$ cat src/sv/rpn_pkg.sv
// ----------------------------------------------------------------------------
// RPN evaluator package
// Shared widths, token and status codes, and the ALU request type.
// ----------------------------------------------------------------------------
`timescale 1ns / 1ps

package rpn_pkg;

  localparam int unsigned DATA_W          = 32;
  localparam int unsigned FRAC_W          = 16;
  localparam int unsigned KIND_W          = 3;
  localparam int unsigned STATUS_W        = 2;
  localparam int unsigned STACK_DEPTH_DEF = 16;

  typedef enum logic [KIND_W-1:0] {
    KIND_PUSH   = 3'd0,
    KIND_ADD    = 3'd1,
    KIND_SUB    = 3'd2,
    KIND_MUL    = 3'd3,
    KIND_FINISH = 3'd4
  } kind_e;

  typedef enum logic [STATUS_W-1:0] {
    STATUS_OK        = 2'd0,
    STATUS_NOT_EMPTY = 2'd1,
    STATUS_INVALID   = 2'd2,
    STATUS_OVERFLOW  = 2'd3
  } status_e;

  typedef logic signed [DATA_W-1:0] q16_t;

  // Operands for one binary operator token
  typedef struct packed {
    logic [KIND_W-1:0] kind;
    q16_t              older;
    q16_t              newer;
  } alu_req_t;

endpackage

$ cat src/sv/rpn_alu.sv
// ----------------------------------------------------------------------------
// RPN ALU
// Saturating Q16.16 add, subtract and multiply on the top two stack entries.
// ----------------------------------------------------------------------------
`timescale 1ns / 1ps

module rpn_alu (
  input  rpn_pkg::alu_req_t req_i,
  output rpn_pkg::q16_t     res_o
);
  import rpn_pkg::*;

  localparam int unsigned PROD_W = 2 * DATA_W;

  logic signed [DATA_W:0]   sum;
  logic signed [PROD_W-1:0] prod;
  q16_t                     sum_sat;
  q16_t                     mul_sat;
  logic                     mul_fits;

  localparam q16_t Q_MAX = {1'b0, {(DATA_W-1){1'b1}}};
  localparam q16_t Q_MIN = {1'b1, {(DATA_W-1){1'b0}}};

  always_comb begin
    if (req_i.kind == KIND_SUB) begin
      sum = {req_i.older[DATA_W-1], req_i.older} - {req_i.newer[DATA_W-1], req_i.newer};
    end else begin
      sum = {req_i.older[DATA_W-1], req_i.older} + {req_i.newer[DATA_W-1], req_i.newer};
    end
  end

  assign sum_sat = (sum[DATA_W] != sum[DATA_W-1]) ? (sum[DATA_W] ? Q_MIN : Q_MAX)
                                                  : sum[DATA_W-1:0];

  // Full product, then floor shift by FRAC_W (arithmetic shift = round to -inf)
  assign prod     = PROD_W'(req_i.older) * PROD_W'(req_i.newer);
  assign mul_fits = (prod[PROD_W-1:DATA_W+FRAC_W-1] == '0)
                 || (prod[PROD_W-1:DATA_W+FRAC_W-1] == '1);
  assign mul_sat  = mul_fits ? prod[DATA_W+FRAC_W-1:FRAC_W]
                             : (prod[PROD_W-1] ? Q_MIN : Q_MAX);

  always_comb begin
    case (req_i.kind)
      KIND_MUL: res_o = mul_sat;
      default:  res_o = sum_sat;
    endcase
  end

endmodule

$ cat src/sv/rpn_stack_evaluator.sv
// ----------------------------------------------------------------------------
// RPN stack evaluator
// Evaluates reverse Polish expressions of Q16.16 tokens on a bounded stack.
// ----------------------------------------------------------------------------
// Usage:
//   Tokens arrive on the s_axis channel: tuser carries the token kind
//   (push, add, subtract, multiply, finish), tdata the Q16.16 number for a
//   push. Only a finish token produces a request on m_axis: tdata holds the
//   final value (zero unless status is ok) and tuser the status code.
//   Kinds 5 to 7 are consumed and ignored.
// Throughput:
//   One token per cycle unless a finish waits on a full output slot. A token
//   is registered on accept and executed from the input register on the top
//   two stack entries; a finish sets m_axis_tvalid from the output register.
// Stall:
//   While a result waits on m_axis, push and operator tokens keep flowing;
//   a further finish waits in the input register and backpressures s_axis.
// Reset:
//   Clears the fill level, the sticky overflow flag and both valid flags.
//   Stack entries hold no reset; entries above the fill level are never used.
// ----------------------------------------------------------------------------
`timescale 1ns / 1ps

module rpn_stack_evaluator #(
  parameter int unsigned STACK_DEPTH = rpn_pkg::STACK_DEPTH_DEF  // 2 .. 256
) (
  input  logic                           clk_i,
  input  logic                           rst_ni,
  // token input
  input  logic                           s_axis_tvalid,
  output logic                           s_axis_tready,
  input  logic [rpn_pkg::DATA_W-1:0]     s_axis_tdata,   // [31:0] number
  input  logic [rpn_pkg::KIND_W-1:0]     s_axis_tuser,   // [2:0] kind
  // expression result
  output logic                           m_axis_tvalid,
  input  logic                           m_axis_tready,
  output logic [rpn_pkg::DATA_W-1:0]     m_axis_tdata,   // [31:0] result
  output logic [rpn_pkg::STATUS_W-1:0]   m_axis_tuser    // [1:0] status
);
  import rpn_pkg::*;

  localparam int unsigned FILL_W = $clog2(STACK_DEPTH + 1);
  localparam logic [FILL_W-1:0] FILL_FULL = FILL_W'(STACK_DEPTH);
  localparam logic [FILL_W-1:0] FILL_ONE  = FILL_W'(1);

  // Input register
  logic              in_valid_q;
  logic [KIND_W-1:0] in_kind_q;
  q16_t              in_num_q;

  // Stack: entry 0 is the top; entries shift on push and pop
  q16_t              ent_val_q [STACK_DEPTH];
  logic              ent_inv_q [STACK_DEPTH];
  logic [FILL_W-1:0] fill_q, fill_d;
  logic              ovf_q, ovf_d;

  // Output register
  logic              out_valid_q;
  q16_t              out_result_q;
  status_e           out_status_q;

  logic     out_free, advance;
  logic     do_push, do_bin, do_fin;
  logic     has1, has2, full;
  logic     newer_inv, older_inv, bin_inv;
  q16_t     alu_res, bin_val;
  alu_req_t alu_req;
  status_e  fin_status;

  assign out_free      = !out_valid_q || m_axis_tready;
  // a finish can only leave the input register when the output slot frees
  assign advance       = in_valid_q && ((in_kind_q != KIND_FINISH) || out_free);
  assign s_axis_tready = !in_valid_q || advance;

  assign has1 = (fill_q != '0);
  assign has2 = (fill_q > FILL_ONE);
  assign full = (fill_q == FILL_FULL);

  // popping an empty stack yields an invalid operand
  assign newer_inv = !has1 || ent_inv_q[0];
  assign older_inv = !has2 || ent_inv_q[1];
  assign bin_inv   = newer_inv || older_inv;

  assign alu_req.kind  = in_kind_q;
  assign alu_req.older = ent_val_q[1];
  assign alu_req.newer = ent_val_q[0];

  rpn_alu u_alu (
    .req_i (alu_req),
    .res_o (alu_res)
  );

  assign bin_val = bin_inv ? '0 : alu_res;

  always_comb begin
    do_push = 1'b0;
    do_bin  = 1'b0;
    do_fin  = 1'b0;
    fill_d  = fill_q;
    ovf_d   = ovf_q;
    if (advance) begin
      case (in_kind_q)
        KIND_PUSH: begin
          if (full) begin
            ovf_d = 1'b1;  // dropped push, sticky until next finish
          end else begin
            do_push = 1'b1;
            fill_d  = fill_q + FILL_ONE;
          end
        end
        KIND_ADD, KIND_SUB, KIND_MUL: begin
          do_bin = 1'b1;
          // two pops then one push; short stack ends with one invalid entry
          fill_d = has2 ? (fill_q - FILL_ONE) : FILL_ONE;
        end
        KIND_FINISH: begin
          do_fin = 1'b1;
          fill_d = '0;
          ovf_d  = 1'b0;
        end
        default: begin
        end
      endcase
    end
  end

  // priority: overflow, leftover entries, invalid value, ok
  always_comb begin
    if (ovf_q) begin
      fin_status = STATUS_OVERFLOW;
    end else if (has2) begin
      fin_status = STATUS_NOT_EMPTY;
    end else if (newer_inv) begin
      fin_status = STATUS_INVALID;
    end else begin
      fin_status = STATUS_OK;
    end
  end

  // Control state
  always_ff @(posedge clk_i or negedge rst_ni) begin
    if (!rst_ni) begin
      in_valid_q  <= 1'b0;
      fill_q      <= '0;
      ovf_q       <= 1'b0;
      out_valid_q <= 1'b0;
    end else begin
      if (s_axis_tready) begin
        in_valid_q <= s_axis_tvalid;
      end
      fill_q <= fill_d;
      ovf_q  <= ovf_d;
      if (do_fin) begin
        out_valid_q <= 1'b1;
      end else if (m_axis_tready) begin
        out_valid_q <= 1'b0;
      end
    end
  end

  // Payload
  always_ff @(posedge clk_i) begin
    if (s_axis_tready && s_axis_tvalid) begin
      in_kind_q <= s_axis_tuser;
      in_num_q  <= s_axis_tdata;
    end
    if (do_fin) begin
      out_status_q <= fin_status;
      out_result_q <= (fin_status == STATUS_OK) ? ent_val_q[0] : '0;
    end
    if (do_push) begin
      ent_val_q[0] <= in_num_q;
      ent_inv_q[0] <= 1'b0;
      for (int i = 1; i < STACK_DEPTH; i++) begin
        ent_val_q[i] <= ent_val_q[i-1];
        ent_inv_q[i] <= ent_inv_q[i-1];
      end
    end else if (do_bin) begin
      ent_val_q[0] <= bin_val;
      ent_inv_q[0] <= bin_inv;
      for (int i = 1; i < STACK_DEPTH - 1; i++) begin
        ent_val_q[i] <= ent_val_q[i+1];
        ent_inv_q[i] <= ent_inv_q[i+1];
      end
    end
  end

  assign m_axis_tvalid = out_valid_q;
  assign m_axis_tdata  = out_result_q;
  assign m_axis_tuser  = out_status_q;

endmodule

$ cat config.mk
export PLATFORM = sky130hd
export DESIGN_NAME = rpn_stack_evaluator
export DESIGN_NICKNAME = d
export VERILOG_FILES = /design/src/sv/rpn_pkg.sv /design/src/sv/rpn_alu.sv /design/src/sv/rpn_stack_evaluator.sv
export SDC_FILE = /design/constraint.sdc
export NUM_CORES = 2
export LEC_CHECK = 0
export ABC_CLOCK_PERIOD_IN_PS = 29900
export BUFFER_PORTS_ARGS = -buffer_cell sky130_fd_sc_hd__buf_4
export CORE_UTILIZATION = 40
export CTS_CLUSTER_SIZE = 20
export DETAILED_ROUTE_END_ITERATION = 8
export GPL_ROUTABILITY_DRIVEN = 0
export SLEW_MARGIN = 10
export SYNTH_ARGS = -nofsm -noshare
export SYNTH_HDL_FRONTEND = slang
export SYNTH_SLANG_ARGS = --single-unit
$ cat constraint.sdc
create_clock -name clk_i -period 29.9 [get_ports clk_i]
set_input_delay 8.97 -clock clk_i [delete_from_list [all_inputs] [get_ports clk_i]]
set_output_delay 8.97 -clock clk_i [all_outputs]
set_load 0.01 [all_outputs]
==> impl_metrics.ini <==
[run_status]
status = finished, final reports clean

[detailed_routing]
wire_per_inst_um = 19.08
top_layer_used = met5
wl_met1_um = 69780
route.met3.wl_um = 10440
finalWirelength_um = 157600
ant_nets = 0
vias = 42690
drc = 0
drt_first_iter_violations = 3439
wl_met2_um = 73000
drt-vias-per-instance = 5.167
dr.pass1.iters = 6

[yosys]
synth_common_cells = nand2_1, fa_1, inv_1
synthFlopType = edfxtp_1
netlist_area_um2 = 63820
yosys.area.top_type = fa_1
synth_edf_count = 597
synth.avg_cell_area_um2 = 10.20
synth_cells = 6256
ys_warn_count = 0
synth_area_leaders = fa_1, edfxtp_1, nand2_1
yosysMostFrequentCell = nand2_1
ys_types = 85
synthArstFlopShare_pct = 1.322
synth_top_area_share_pct = 33.94
yosysSeqAreaShare_pct = 28.40
ys_ff_latch = 605
synth_nets = 7596

[cts]
cts_tree = done
cts_setup_buffers = 0
ctsHoldBuffers = 0
cts-root-buf = clkbuf_16
clk_pin_slew_worst_paths_ns = 0.06
cts_buffer_depth = 3
cts_sinks = 605
cts_resized = 0
insertion_delay_ns = 0.68
h-tree-depth = 3
cts_buffers = 71

[setup_path]
startpoint_type = input pin
r2r_slack_ns = 18.40
cp_common_cell = buf_4
reg2reg_depth = 28
crit_cells = 4
cp_slowest_cell = nor2b_1
endpoint = s_axis_tready
cp-end-kind = output pin
critPathMaxStageDelay_ns = 0.31
critPathMaxFanout = 5
reg2reg_from = ent_val_q[0][63]
required_ns = 20.93
r2r_end = ent_val_q[0][8]
crit_buf_inv = 2
cp_data_arrival_time_ns = 9.82
setup.worst_path.class = in2out
crit_start = m_axis_tready
path_cells = buf_4 > nor2b_1 > nand4_1 > buf_4
critical-path-top-delay-family = simple AND/OR/NAND/NOR gates

[timing]
clock_skew_ns = 0.07078
fmax_mhz = 53.23
rsz0062_at_grt = false
maxSlewHeadroom_pct = 20.65
hold_slack_ns = 0.4419
tightest_slew_ns = 1.188
hold_viol_final = 0
min_period_ns = 18.79
fin_tns_setup_ns = 0
fin_crit_sh_pct = 62.83
setup_violations = 0
slew_violations = 0
worst_slack_ns = 11.11

[layout]
multiInputGateArea_um2 = 40790
fillCellCount = 14970
drive_gt1_share_pct = 7.501
nets = 7474
regArea_um2 = 18130
area_delta_synth_final_pct = 7.450

[global_routing]
grt_usage_pct = 20.27
grt_pass1_vias = 45660
grt_max_degree = 202
grt_overflow = 0
antenna_found_initial = 9
grt_first_pass_wirelength_um = 256700

[job]
cap_violations = 0

[place]
post-place-ws_ns = 11.10
place_hpwl_um = 115500
io_buffers = 74

[floorplanning]
core_area_um2 = 158400
fp.dieH_um = 401.4
fp.dieW_um = 401.4
die-area_um2 = 161200
initial_core_util_pct = 40.30
io_pins = 75
rows = 146

[min_path]
hold_path_class = reg2reg
## cell families after synthesis
logic type               Yosys count  share of synthesized area (%)
XOR/XNOR                         117                          1.606
buffers and inverters           1313                          7.762
flip-flops                       605                          28.40
adder cells (fa/ha/maj)         1301                          38.23
AND/OR/NAND/NOR                 2308                          16.43
multiplexers                     169                          2.976
AO/OA/AOI/OAI                    443                          4.590
## layer usage
metal	vias to the layer above	GRT usage [%]
met5	-	0
met4	2	5.593
met3	218	3.171
met2	1164	32.45
met1	22150	28.55
li1	19150	-
## worst min path at each step
| stage | from | endpoint | cells past startpoint |
|---|---|---|---|
| final | ent_val_q[0][462] | ent_val_q[0][494] | 0 |
| after global placement | ent_val_q[0][456] | ent_val_q[0][488] | 0 |
| after detailed placement | ent_val_q[0][456] | ent_val_q[0][488] | 0 |
| after CTS | ent_val_q[0][474] | ent_val_q[0][506] | 0 |
| after global routing | ent_val_q[0][474] | ent_val_q[0][506] | 0 |
| after floorplan | ent_inv_q[7][0] | ent_inv_q[7][1] | 0 |
## sequential cells by signal (all words and copies together) (netlist names)
name,flops
in_kind_q,3
ent_inv_q,16
ovf_q,1
fill_q,5
in_valid_q,1
m_axis_tuser,2
m_axis_tvalid,1
ent_val_q,512
in_num_q,32
m_axis_tdata,32
## final cells by class
| cell class | instances | share of cell area, % |
|---|---|---|
| well taps | 2072 | 3.781 |
| inverters | 958 | 5.244 |
| diodes | 3 | 0.01095 |
| flip-flops and latches | 605 | 26.43 |
| clock buffers | 90 | 2.801 |
| multi-input cells | 4338 | 59.48 |
| clock inverters | 35 | 0.4580 |
| repair buffers | 160 | 1.788 |
## cells in the final DEF (no fill, tap or decap), types with 11 or more instances in the layout
| cell type | instances |
|---|---|
| nand4_1 | 25 |
| clkbuf_1 | 14 |
| o31ai_1 | 35 |
| buf_4 | 158 |
| or3_1 | 12 |
| and3_1 | 11 |
| clkinv_1 | 14 |
| xnor2_1 | 77 |
| nor2_1 | 94 |
| clkbuf_16 | 73 |
| mux2_2 | 166 |
| o21a_1 | 14 |
| a31oi_1 | 17 |
| edfxtp_1 | 597 |
| and2_1 | 538 |
| nand2b_1 | 22 |
| ha_1 | 219 |
| inv_1 | 957 |
| a21o_1 | 59 |
| o21ai_0 | 74 |
| xor2_1 | 40 |
| o21bai_1 | 17 |
| nor3_1 | 42 |
| nor2b_1 | 15 |
| a21oi_1 | 142 |
| fa_1 | 1082 |
| nand2_1 | 1473 |
| nand3_1 | 26 |
## through the flow
step | cell area, um2 | instances | util, %
5_1_grt | 68570 | 8258 | 43.29
3_5_place_dp | 66330 | 8133 | 41.88
2_1_floorplan | 63820 | 6256 | -
4_1_cts | 68570 | 8258 | 43.29
3_3_place_gp | 66330 | 8133 | 41.88
6_report | 68570 | 8261 | 43.30
Power is not shown: default switching activity piles up to over one toggle a cycle in this logic, so the estimate is an artifact.
